## src/rtl/utf8_stream_decoder_defines.svh

```systemverilog
// ----------------------------------------------------------------------------
// utf8_stream_decoder_defines
// Assertion macros used by the decoder RTL.
// ----------------------------------------------------------------------------
`ifndef UTF8_STREAM_DECODER_DEFINES_SVH
`define UTF8_STREAM_DECODER_DEFINES_SVH

// Same-cycle implication, sampled on the rising clock edge, off during reset.
`define U8SD_ASSERT_NOW(label, clk, rst, ante, cons, msg) \
   label: assert property (@(posedge clk) disable iff (rst) (ante) |-> (cons)) \
      else $error(msg);

// Next-cycle implication, sampled on the rising clock edge, off during reset.
`define U8SD_ASSERT_NEXT(label, clk, rst, ante, cons, msg) \
   label: assert property (@(posedge clk) disable iff (rst) (ante) |=> (cons)) \
      else $error(msg);

`endif

```

## src/rtl/u8sd_pkg.sv

```systemverilog
// ----------------------------------------------------------------------------
// u8sd_pkg
// Types and byte-class constants for the UTF-8 stream decoder.
// ----------------------------------------------------------------------------
`timescale 1ns / 1ps
`default_nettype none

package u8sd_pkg;

   localparam int unsigned BYTE_W  = 8;
   localparam int unsigned POINT_W = 21;
   localparam int unsigned LEN_W   = 3;

   // Byte classes
   localparam logic [BYTE_W-1:0] END_OF_STRING = 8'h00;
   localparam logic [BYTE_W-1:0] ASCII_LO      = 8'h01;
   localparam logic [BYTE_W-1:0] ASCII_HI      = 8'h7F;
   localparam logic [BYTE_W-1:0] LEAD2_LO      = 8'hC0;
   localparam logic [BYTE_W-1:0] LEAD2_HI      = 8'hDF;
   localparam logic [BYTE_W-1:0] LEAD3_LO      = 8'hE0;
   localparam logic [BYTE_W-1:0] LEAD3_HI      = 8'hEF;
   localparam logic [BYTE_W-1:0] LEAD4_LO      = 8'hF0;
   localparam logic [BYTE_W-1:0] LEAD4_HI      = 8'hF7;
   localparam logic [1:0]        CONT_TAG      = 2'b10;

   localparam logic [LEN_W-1:0] LEN_1 = 3'd1;
   localparam logic [LEN_W-1:0] LEN_2 = 3'd2;
   localparam logic [LEN_W-1:0] LEN_3 = 3'd3;
   localparam logic [LEN_W-1:0] LEN_4 = 3'd4;

   typedef struct packed {
      logic [1:0]         bytes_pending;
      logic [POINT_W-1:0] partial_point;
      logic [LEN_W-1:0]   sequence_length;
      logic               dropping_rest;
   } dec_state_type;

   typedef struct packed {
      logic               emit;
      logic [POINT_W-1:0] code_point;
      logic [LEN_W-1:0]   byte_length;
   } dec_result_type;

endpackage

`default_nettype wire

```

## src/rtl/utf8_stream_decoder.sv

```systemverilog
// ----------------------------------------------------------------------------
// utf8_stream_decoder
// Streaming NUL-terminated UTF-8 decoder, one byte per cycle unless stalled.
// ----------------------------------------------------------------------------
// Usage:
//   req channel: one text byte per transaction (req_valid / req_stall).
//   rsp channel: one decoded code point and its byte length per transaction
//   (rsp_valid / rsp_stall). Only the byte that finishes a sequence (or an
//   ASCII byte) produces a rsp transaction; other bytes produce none.
//   An accepted byte is held in the input register; the decoder state and
//   the result register then update from it, and its code point is on rsp_*.
//   Throughput: one byte per cycle unless rsp_stall holds a result; input and
//   result registers form a two-stage pipeline, one state update per byte.
//   A 0x00 byte ends the string and clears all state; after a malformed
//   byte no code point is produced until the next 0x00.
//   Reset clears the valid flags of both pipeline registers and the state.
//   When the receiver stalls with a result pending, the input register
//   holds its byte and req_stall rises until the result is taken.
// ----------------------------------------------------------------------------
`timescale 1ns / 1ps
`default_nettype none

`include "utf8_stream_decoder_defines.svh"

module utf8_stream_decoder (
   input  wire logic                         clock,
   input  wire logic                         reset,
   input  wire logic                         req_valid,
   output logic                              req_stall,
   input  wire logic [u8sd_pkg::BYTE_W-1:0]  req_text_byte,
   output logic                              rsp_valid,
   input  wire logic                         rsp_stall,
   output logic [u8sd_pkg::POINT_W-1:0]      rsp_code_point,
   output logic [u8sd_pkg::LEN_W-1:0]        rsp_byte_length
);
   import u8sd_pkg::*;

   logic               in_valid_ff, in_valid_in;
   logic [BYTE_W-1:0]  in_byte_ff,  in_byte_in;
   dec_state_type      state_ff,    state_in;
   logic               out_valid_ff, out_valid_in;
   logic [POINT_W-1:0] out_point_ff, out_point_in;
   logic [LEN_W-1:0]   out_len_ff,   out_len_in;

   dec_state_type  step_state;
   dec_result_type step_result;
   logic           out_free;
   logic           advance;

   u8sd_step u_step (
      .text_byte  (in_byte_ff),
      .state      (state_ff),
      .state_next (step_state),
      .result     (step_result)
   );

   assign out_free  = !out_valid_ff || !rsp_stall;
   assign advance   = in_valid_ff && out_free;
   assign req_stall = in_valid_ff && !out_free;

   always_comb begin
      in_valid_in  = in_valid_ff;
      in_byte_in   = in_byte_ff;
      state_in     = state_ff;
      out_valid_in = out_valid_ff && rsp_stall;
      out_point_in = out_point_ff;
      out_len_in   = out_len_ff;

      if (!req_stall) begin
         in_valid_in = req_valid;
         in_byte_in  = req_text_byte;
      end

      if (advance) begin
         state_in     = step_state;
         out_valid_in = step_result.emit;
         if (step_result.emit) begin
            out_point_in = step_result.code_point;
            out_len_in   = step_result.byte_length;
         end
      end
   end

   always_ff @(posedge clock) begin
      if (reset) begin
         in_valid_ff  <= 1'b0;
         state_ff     <= '0;
         out_valid_ff <= 1'b0;
      end else begin
         in_valid_ff  <= in_valid_in;
         state_ff     <= state_in;
         out_valid_ff <= out_valid_in;
      end
   end

   always_ff @(posedge clock) begin
      in_byte_ff   <= in_byte_in;
      out_point_ff <= out_point_in;
      out_len_ff   <= out_len_in;
   end

   assign rsp_valid       = out_valid_ff;
   assign rsp_code_point  = out_point_ff;
   assign rsp_byte_length = out_len_ff;

   `U8SD_ASSERT_NOW(a_pending_not_dropping, clock, reset,
      state_ff.bytes_pending != 2'd0, !state_ff.dropping_rest,
      "sequence in progress while dropping")

   `U8SD_ASSERT_NOW(a_pending_matches_length, clock, reset,
      state_ff.bytes_pending != 2'd0,
      state_ff.sequence_length > LEN_W'(state_ff.bytes_pending),
      "pending count exceeds sequence length")

   `U8SD_ASSERT_NOW(a_length_range, clock, reset,
      out_valid_ff, (out_len_ff >= LEN_1) && (out_len_ff <= LEN_4),
      "result byte length out of range")

   `U8SD_ASSERT_NEXT(a_nul_clears, clock, reset,
      advance && (in_byte_ff == END_OF_STRING), state_ff == '0,
      "end of string did not clear state")

   `U8SD_ASSERT_NEXT(a_hold_when_blocked, clock, reset,
      in_valid_ff && !out_free, in_valid_ff && $stable(in_byte_ff) && $stable(state_ff),
      "blocked byte or state changed")

endmodule

`default_nettype wire

```

## src/rtl/u8sd_step.sv

```systemverilog
// ----------------------------------------------------------------------------
// u8sd_step
// Next decoder state and optional code point for one text byte.
// ----------------------------------------------------------------------------
`timescale 1ns / 1ps
`default_nettype none

module u8sd_step (
   input  wire logic [u8sd_pkg::BYTE_W-1:0] text_byte,
   input  wire u8sd_pkg::dec_state_type     state,
   output u8sd_pkg::dec_state_type          state_next,
   output u8sd_pkg::dec_result_type         result
);
   import u8sd_pkg::*;

   logic [POINT_W-1:0] shifted_point;
   logic [1:0]         pending_next;

   assign shifted_point = {state.partial_point[POINT_W-7:0], text_byte[5:0]};
   assign pending_next  = state.bytes_pending - 2'd1;

   always_comb begin
      state_next         = state;
      result.emit        = 1'b0;
      result.code_point  = shifted_point;
      result.byte_length = state.sequence_length;

      if (text_byte == END_OF_STRING) begin
         state_next = '0;
      end else if (state.dropping_rest) begin
         state_next = state;
      end else if (state.bytes_pending != 2'd0) begin
         if (text_byte[7:6] != CONT_TAG) begin
            state_next               = '0;
            state_next.dropping_rest = 1'b1;
         end else if (pending_next == 2'd0) begin
            // last continuation: emit and close the sequence
            result.emit = 1'b1;
            state_next  = '0;
         end else begin
            state_next.partial_point = shifted_point;
            state_next.bytes_pending = pending_next;
         end
      end else begin
         case (text_byte) inside
            [ASCII_LO:ASCII_HI]: begin
               result.emit        = 1'b1;
               result.code_point  = POINT_W'(text_byte);
               result.byte_length = LEN_1;
            end
            [LEAD2_LO:LEAD2_HI]: begin
               state_next.sequence_length = LEN_2;
               state_next.partial_point   = POINT_W'(text_byte[4:0]);
               state_next.bytes_pending   = 2'd1;
            end
            [LEAD3_LO:LEAD3_HI]: begin
               state_next.sequence_length = LEN_3;
               state_next.partial_point   = POINT_W'(text_byte[3:0]);
               state_next.bytes_pending   = 2'd2;
            end
            [LEAD4_LO:LEAD4_HI]: begin
               state_next.sequence_length = LEN_4;
               state_next.partial_point   = POINT_W'(text_byte[2:0]);
               state_next.bytes_pending   = 2'd3;
            end
            default: begin
               // stray continuation or invalid lead
               state_next               = '0;
               state_next.dropping_rest = 1'b1;
            end
         endcase
      end
   end

endmodule

`default_nettype wire

```

## config.mk

```make
export PLATFORM = sky130hd
export DESIGN_NAME = utf8_stream_decoder
export DESIGN_NICKNAME = d
export VERILOG_FILES = /design/src/rtl/u8sd_pkg.sv /design/src/rtl/utf8_stream_decoder.sv /design/src/rtl/u8sd_step.sv
export VERILOG_INCLUDE_DIRS = /design/src /design/src/rtl
export SDC_FILE = /design/constraint.sdc
export NUM_CORES = 1
export LEC_CHECK = 0
export BUFFER_PORTS_ARGS = -buffer_cell sky130_fd_sc_hd__buf_2
export CAP_MARGIN = 40
export CORE_ASPECT_RATIO = 1.1
export CORE_MARGIN = 4
export CORE_UTILIZATION = 45
export DETAILED_ROUTE_END_ITERATION = 8
export PLACE_DENSITY = 0.65
export SYNTH_ARGS = -nofsm -noshare
export SYNTH_HDL_FRONTEND = slang
export SYNTH_HIERARCHICAL = 1
export SYNTH_SLANG_ARGS = --single-unit
```

## constraint.sdc

```tcl
create_clock -name clock -period 3.1 [get_ports clock]
set_input_delay 0 -clock clock [delete_from_list [all_inputs] [get_ports clock]]
set_output_delay 0 -clock clock [all_outputs]
set_load 0.05 [all_outputs]
```

# Yosys cells after proc, flatten, opt, wreduce, memory -nomap -nowiden
# Index checks and enable logic that the tools add are counted.
[word_totals] ff_bits=55 in_bits=12 out_inout_bits=26 word_cells=61
[classes] n_addsub=1 n_lt_le_gt_ge=8 n_eq_ne=4 mux=22 n_reduce_logical=17
[op_table] operator="two-way mux 27 bit" n=4
[op_table] operator="two-way mux 26 bit" n=4
[op_table] operator="two-way mux 25 bit" n=3
[op_table] operator=">= comparator 8 bit, second input constant" n=3
[op_table] operator="less-or-equal comparator 8 bit, second input constant" n=3
[op_table] operator="two-way mux 24 bit" n=1
[op_table] operator="two-way mux 23 bit" n=1
[op_table] operator=">= comparator 8 x 1 -> 1 bit, second input constant" n=1
[op_table] operator="less-or-equal comparator 8 x 7 -> 1 bit, second input constant" n=1
[op_table] operator="zero test 8 bit" n=1
[op_table] operator="two-way mux 1 bit" n=8
[op_table] operator="logical AND 1 bit" n=7
[op_table] operator="two-way mux 4 bit" n=1
[op_table] operator="inequality test 4 x 3 -> 1 bit, second input constant" n=1
[op_table] operator="AND reduction 4 bit" n=1
[op_table] operator="zero test 1 bit" n=3
[op_table] operator="inequality test 3 x 1 -> 1 bit, second input constant" n=1
[op_table] operator="AND reduction 3 bit" n=1
[op_table] operator="zero test 2 bit" n=1
[op_table] operator="inequality test 2 x 1 -> 1 bit, second input constant" n=1
[op_table] operator="inequality test 2 bit, second input constant" n=1
[op_table] operator="AND reduction 2 bit" n=1
[op_table] operator="nonzero test 2 bit" n=1
[op_table] operator="subtractor 2 x 1 -> 2 bit, second input constant" n=1
[op_table] operator="logical OR 1 bit" n=1

# Depth between registers and ports, before layout
# Gate-level depths: netlist of the first run.
[logic_depth] ltp_word=9 ltp_mapped=10 ltp_nobuf=8

# Hierarchy
# The synthesis of the first run kept the hierarchy.
[by_module_without_submodules] module="utf8_stream_decoder" n_inst=1 cells_per_inst=160 area_per_inst_um2=2270.9 seq_area_each_um2=1541.5
[by_module_without_submodules] module="u8sd_step" n_inst=1 cells_per_inst=110 area_per_inst_um2=748.2 seq_area_each_um2=0.0

# Least setup slack after synthesis of the first run
# Ideal clock, no wire load.
[synth_path] path_kind="register to register" from="reg state_ff[25] (netlist name)" to="reg out_len_ff[0], in the netlist rsp_byte_length[0] (enable)" setup_time_ns=0.413 arrival_ns=2.471 required_ns=2.687 path_slack_ns=0.216 path_stages_with_launch=9 n_path_buf=1 period_less_slack_ns=2.884 cell_sequence="dfxtp_1 inv_1 ha_1 buf_2 nor2b_1 a21oi_1 nor3_1 nand2_1 a21oi_1"
[synth_rtl] element="start: declaration" line_no="utf8_stream_decoder.sv:40" rtl="dec_state_type state_ff, state_in;"
[synth_rtl] element="start signal: assignment" line_no="utf8_stream_decoder.sv:91" rtl="state_ff <= state_in;"
[synth_rtl] element="end signal: assignment" line_no="utf8_stream_decoder.sv:99" rtl="out_len_ff <= out_len_in;"
[synth_rtl] element="end: declaration" line_no="utf8_stream_decoder.sv:43" rtl="logic [LEN_W-1:0] out_len_ff, out_len_in;"

==> results of run 1 <==
==> path summary, 6_finish.rpt <==
check                             startpoint            endpoint  slack (ps)  cells past startpoint
worst max-delay path            state_ff[25]  rsp_code_point[14]         920                      8
worst max register to register  state_ff[25]  rsp_code_point[14]         920                      8
worst min-delay path                   reset         in_valid_ff         190                      2
worst min register to register  state_ff[13]        state_ff[13]         490                      2
==> power groups by stage <==
| stage | Sequential [mW] | Combinational (mW) | Clock (mW) |
|---|---|---|---|
| 6_report | 0.818 | 0.202 | 0.456 |
| 5_1_grt | 0.822 | 0.221 | 0.507 |
| 2_1_floorplan | 0.863 | 0.134 | 0 |
| 4_1_cts | 0.818 | 0.204 | 0.475 |
| 3_5_place_dp | 0.835 | 0.194 | 0 |
| 3_3_place_gp | 0.835 | 0.194 | 0 |
==> worst max-delay path, cell delays in order, from the launching register on <==
cell     delay (ps)
dfxtp_1         350
inv_1            80
ha_1            320
nor2b_1         440
a21oi_1          80
nor3_1          150
nand2_1         110
a21oi_2         130
buf_4           240
==> sequential cells by signal, summed over array words and instances, names as in the netlist <==
| register | cells |
|---|---|
| rsp_code_point | 21 |
| rsp_byte_length | 3 |
| in_byte_ff | 8 |
| state_ff | 21 |
| rsp_valid | 1 |
| in_valid_ff | 1 |
==> routing by layer <==
metal / track usage / vias to the layer above / wire [um]
li1: - / 910 / -
met1: 0.197 / 845 / 2190
met2: 0.258 / 48 / 2490
met3: 0.0302 / 7 / 233
met4: 0.0468 / 0 / 80
met5: 0 / - / 0
==> cell type report <==
cell class	instances	area, um^2	share of cell area
clock buffer	7	76.3	0.0249
clock inverter	1	30.0	0.00978
multi-input combinational	156	1100	0.357
inverter	7	26.3	0.00856
tap	77	96.3	0.0314
sequential	55	1420	0.463
timing repair buffer	52	323	0.105
==> timing repair <==
| action | 4_1_cts | 5_1_grt |
|---|---|---|
| buffers inserted | 0 | 0 |
| endpoints found under the setup margin | 0 | 0 |
| endpoints found under the hold margin | 10 | 0 |
| hold buffers | 10 | 0 |
==> placed cells by master (no fill, tap or decap), types with 2 or more instances in the layout <==
cell           count
clkbuf_1           2
mux2i_1           21
nor2b_1           18
buf_4              5
dfxtp_1           23
nand2_1            5
a22o_1            13
a21oi_1           11
o21ai_0            4
o22ai_1            2
nor4_1             2
buf_2             37
clkbuf_8           5
nand2b_1          43
nor2_1             7
ha_1               2
nand3_1            5
nor3_1             7
edfxtp_1          32
dlygate4sd3_1     10
inv_1              7
==> impl_metrics.tcl, run 1 <==
set metrics [dict create \
    start_util 0.467 \
    slew_headroom 0.619 \
    cp.required_ps 3100 \
    placed_area_um2 2860 \
    cts.htree.levels 2 \
    drt-initial-drc-count 103 \
    end_kind "flop" \
    io_buffers 37 \
    antenna_cells 0 \
    first_pass_iters 4 \
    p_sw_mw 0.365 \
    cts_buffer_depth 2 \
    drive_gt1_frac 0.198 \
    clk_pin_slew_ps 90 \
    die_w_um 82.0 \
    post_drt_wl_per_cell_um 14.1 \
    synth.avg_cell_area_um2 11.3 \
    place_inst 337 \
    first_global_vias 1728 \
    fin_util 0.529 \
    die_area_um2 7330 \
    leakage_nw 1.16 \
    crit_type "reg -> reg" \
    layout.nets 291 \
    tightest_slew_ps 569 \
    ir_drop_v 0.000190 \
    crit_arrival_ps 2180 \
    fmax_ghz 0.458 \
    grt_max_degree 45 \
    status "completed" \
    maxCapViolations 0 \
    setup_tns_ps 0 \
    period_share 0.704 \
    final.setup.worst_slack_ps 918 \
    drc_errors 0 \
    hold_path.class "in -> reg" \
    clock_skew_ps 6.07 \
    yosysWarningCount 6 \
    power_frac_seq 0.554 \
    wl_mm 5.00 \
    finalPower_mw 1.48 \
    power.density_nw_per_um2 481 \
    ctsResizeCount 0 \
    vias 1810 \
    gr-total-overflow 0 \
    path_max_fanout 15 \
    rows 29 \
    cts-root-buf "clkbuf_8" \
    gp_congestion 0.850 \
    p_clk_frac 0.309 \
    synth_area_um2 2710 \
    pwr-share-comb 0.137 \
    core_area_um2 5810 \
    finalHoldViolCount 0 \
    area_growth_pct 13.2 \
    syn-instance-count 240 \
    fin_cells 355 \
    pre_cts_slack_ps 980 \
    layout_min_cycle_time_ps 2180 \
    whs_ps 190 \
    routed_via_density 5.10 \
    finalInstanceArea_um2 3070 \
    switching_share 0.247 \
    finalMaxSlewViolations 0 \
    fp.dieH_um 89.4 \
    clk_latency_ps 300 \
    fillCellCount 541 \
    rsz0062_at_grt "no" \
    setup_viol 0 \
    grt_usage 0.153 \
    cts_sinks 55 \
    grt_pass1_wl_mm 8.54 \
    cts_buffers 5 \
    synth_fp_nets 254 \
    antenna_found_initial 0 \
    ios 38 \
    startpoint_type "flop" \
    dpl.hpwl_mm 3.40 \
    ant_nets 0 \
    p_int_mw 1.11 \
    cts_tree "yes" \
]
No activity file was read; power rests on OpenSTA's default activity.
==> run 2, diff against run 1 <==
- clock period: 3.1 -> 2.1 ns (I/O delays scaled with it)
==> run 2 against run 1 <==
Sequential cell count is the same; total power grew 47%; count of clock-buffer cells in the layout shrank 1.
==> impl_metrics.tcl, run 2 (synthesis results as in run 1) <==
set metrics [dict create \
    status "completed" \
    reg2reg_to "rsp_code_point[20]" \
    vias 1885 \
    ant_nets 0 \
    grt_usage 0.168 \
    top_layer_used "met4" \
    fmax_ghz 0.498 \
    final_cell_mix "nand2b_1 (43), buf_2 (37), edfxtp_1 (32), dfxtp_1 (23), mux2i_1 (21)" \
    cts.htree.levels 2 \
    die_area_um2 7330 \
    post_drt_wl_per_cell_um 14.8 \
    multi_input_area_um2 1140 \
    ir_drop_v 0.000376 \
    seq_area_um2 1420 \
    timing.critical_path.buf_inv 1 \
    met3WireLength_um 234 \
    crit_arrival_ps 2080 \
    r2r_cells 6 \
    wl_mm 5.50 \
    worstReg2RegStart "in_byte_ff[0]" \
    finalPower_mw 2.17 \
    drc_errors 0 \
    layout.nets 308 \
    crit_path_end "rsp_code_point[20]" \
    cp.required_ps 2180 \
    core_area_um2 5810 \
    startpoint "in_byte_ff[0]" \
    rsz0062_at_grt "no" \
    period_share 0.956 \
    clk_latency_ps 310 \
    power.density_nw_per_um2 669 \
    cts_tree "yes" \
    clock_skew_ps 7.78 \
    antenna_cells 0 \
    crit_type "reg -> reg" \
    cts-root-buf "clkbuf_8" \
    cts_sinks 55 \
    clk_pin_slew_ps 100 \
    startpoint_type "flop" \
    io_buffers 37 \
    drive_gt1_frac 0.261 \
    crit_chain "or4_1 > nor2_8 > nor3_1 > nand2_2 > a21oi_4 > buf_12" \
    slowest_stage "or4_1" \
    m1WireLength_mm 2.38 \
    first_global_vias 1889 \
    setup_viol 0 \
    route.met2.wl_mm 2.76 \
    dpl.hpwl_mm 3.74 \
    r2r_slack_ps 90 \
    first_pass_iters 4 \
    path_max_fanout 12 \
    layout_min_cycle_time_ps 2010 \
    gp_congestion 0.833 \
    path_delay_family "simple AND/OR/NAND/NOR gates" \
    drt-initial-drc-count 92 \
    rows 29 \
    leakage_nw 1.25 \
    ios 38 \
    finalMaxSlewViolations 0 \
    hold_path.class "in -> reg" \
    whs_ps 46.8 \
    grt_pass1_wl_mm 9.18 \
    gr-total-overflow 0 \
    layout_commonest_cell "nand2b_1" \
    slowest_delay_ps 650 \
    grt_max_degree 45 \
    die_w_um 82.0 \
    cp.depth 6 \
    cts_buffers 5 \
    area_growth_pct 19.6 \
    tightest_slew_ps 558 \
    start_util 0.467 \
    finalHoldViolCount 0 \
    slew_headroom 0.628 \
    routed_via_density 5.07 \
    fillCellCount 521 \
    fp.dieH_um 89.4 \
    cts_buffer_depth 2 \
    antenna_found_initial 0 \
    maxCapViolations 0 \
    fin_cells 372 \
    setup_tns_ps 0 \
    place_inst 352 \
    end_kind "flop" \
]
## run 2: layout make-up
type                       count  area share
sequential                    55       0.438
clock buffer                   6      0.0255
inverter                       7     0.00810
timing repair buffer          68       0.144
clock inverter                 2     0.00347
tap                           77      0.0297
multi-input combinational    157       0.351
## run 2: per-stage QoR
step,area (um^2),setup WS [ps],util
after global routing,3240,18.4,0.558
final,3240,92.6,0.558
after detailed placement,2990,-80.7,0.514
after CTS,3190,43.3,0.549
after floorplan,2730,56.9,-
after global placement,2990,-1.83,0.514
## run 2: worst min-delay path by stage
stage	from	endpoint	slack [ps]	cells after the start
floorplan	req_text_byte[0]	in_byte_ff[0]	100	0
global placement	req_text_byte[2]	in_byte_ff[2]	180	1
detailed placement	req_text_byte[6]	in_byte_ff[6]	180	1
CTS	rsp_stall	rsp_valid	30	3
global route	rsp_stall	rsp_valid	40	3
finish	rsp_stall	rsp_valid	50	3
## run 2: report_power, final
group | internal, mW | switching, mW
Sequential | 1.17 | 0.0235
Combinational | 0.149 | 0.219
Clock | 0.264 | 0.341
## run 2: layer usage
| layer | up-vias | track usage |
|---|---|---|
| met2 | 45 | 0.290 |
| met1 | 886 | 0.202 |
| met4 | 0 | 0.0650 |
| met5 | - | 0 |
| li1 | 945 | - |
| met3 | 9 | 0.0373 |
## run 2: what timing repair did
| action | 4_1_cts | 5_1_grt |
|---|---|---|
| setup endpoints to repair | 24 | 51 |
| hold buffers | 9 | 0 |
| gates resized for setup | 1 | 4 |
| setup buffers | 0 | 2 |
| hold endpoints to repair | 9 | 0 |
| gates cloned | 1 | 0 |
## run 2: worst reg2reg max path, stage by stage (launching register included)
cell and delay, ps:
edfxtp_1 440, or4_1 650, nor2_8 220, nor3_1 90
nand2_2 160, a21oi_4 50, buf_12 160
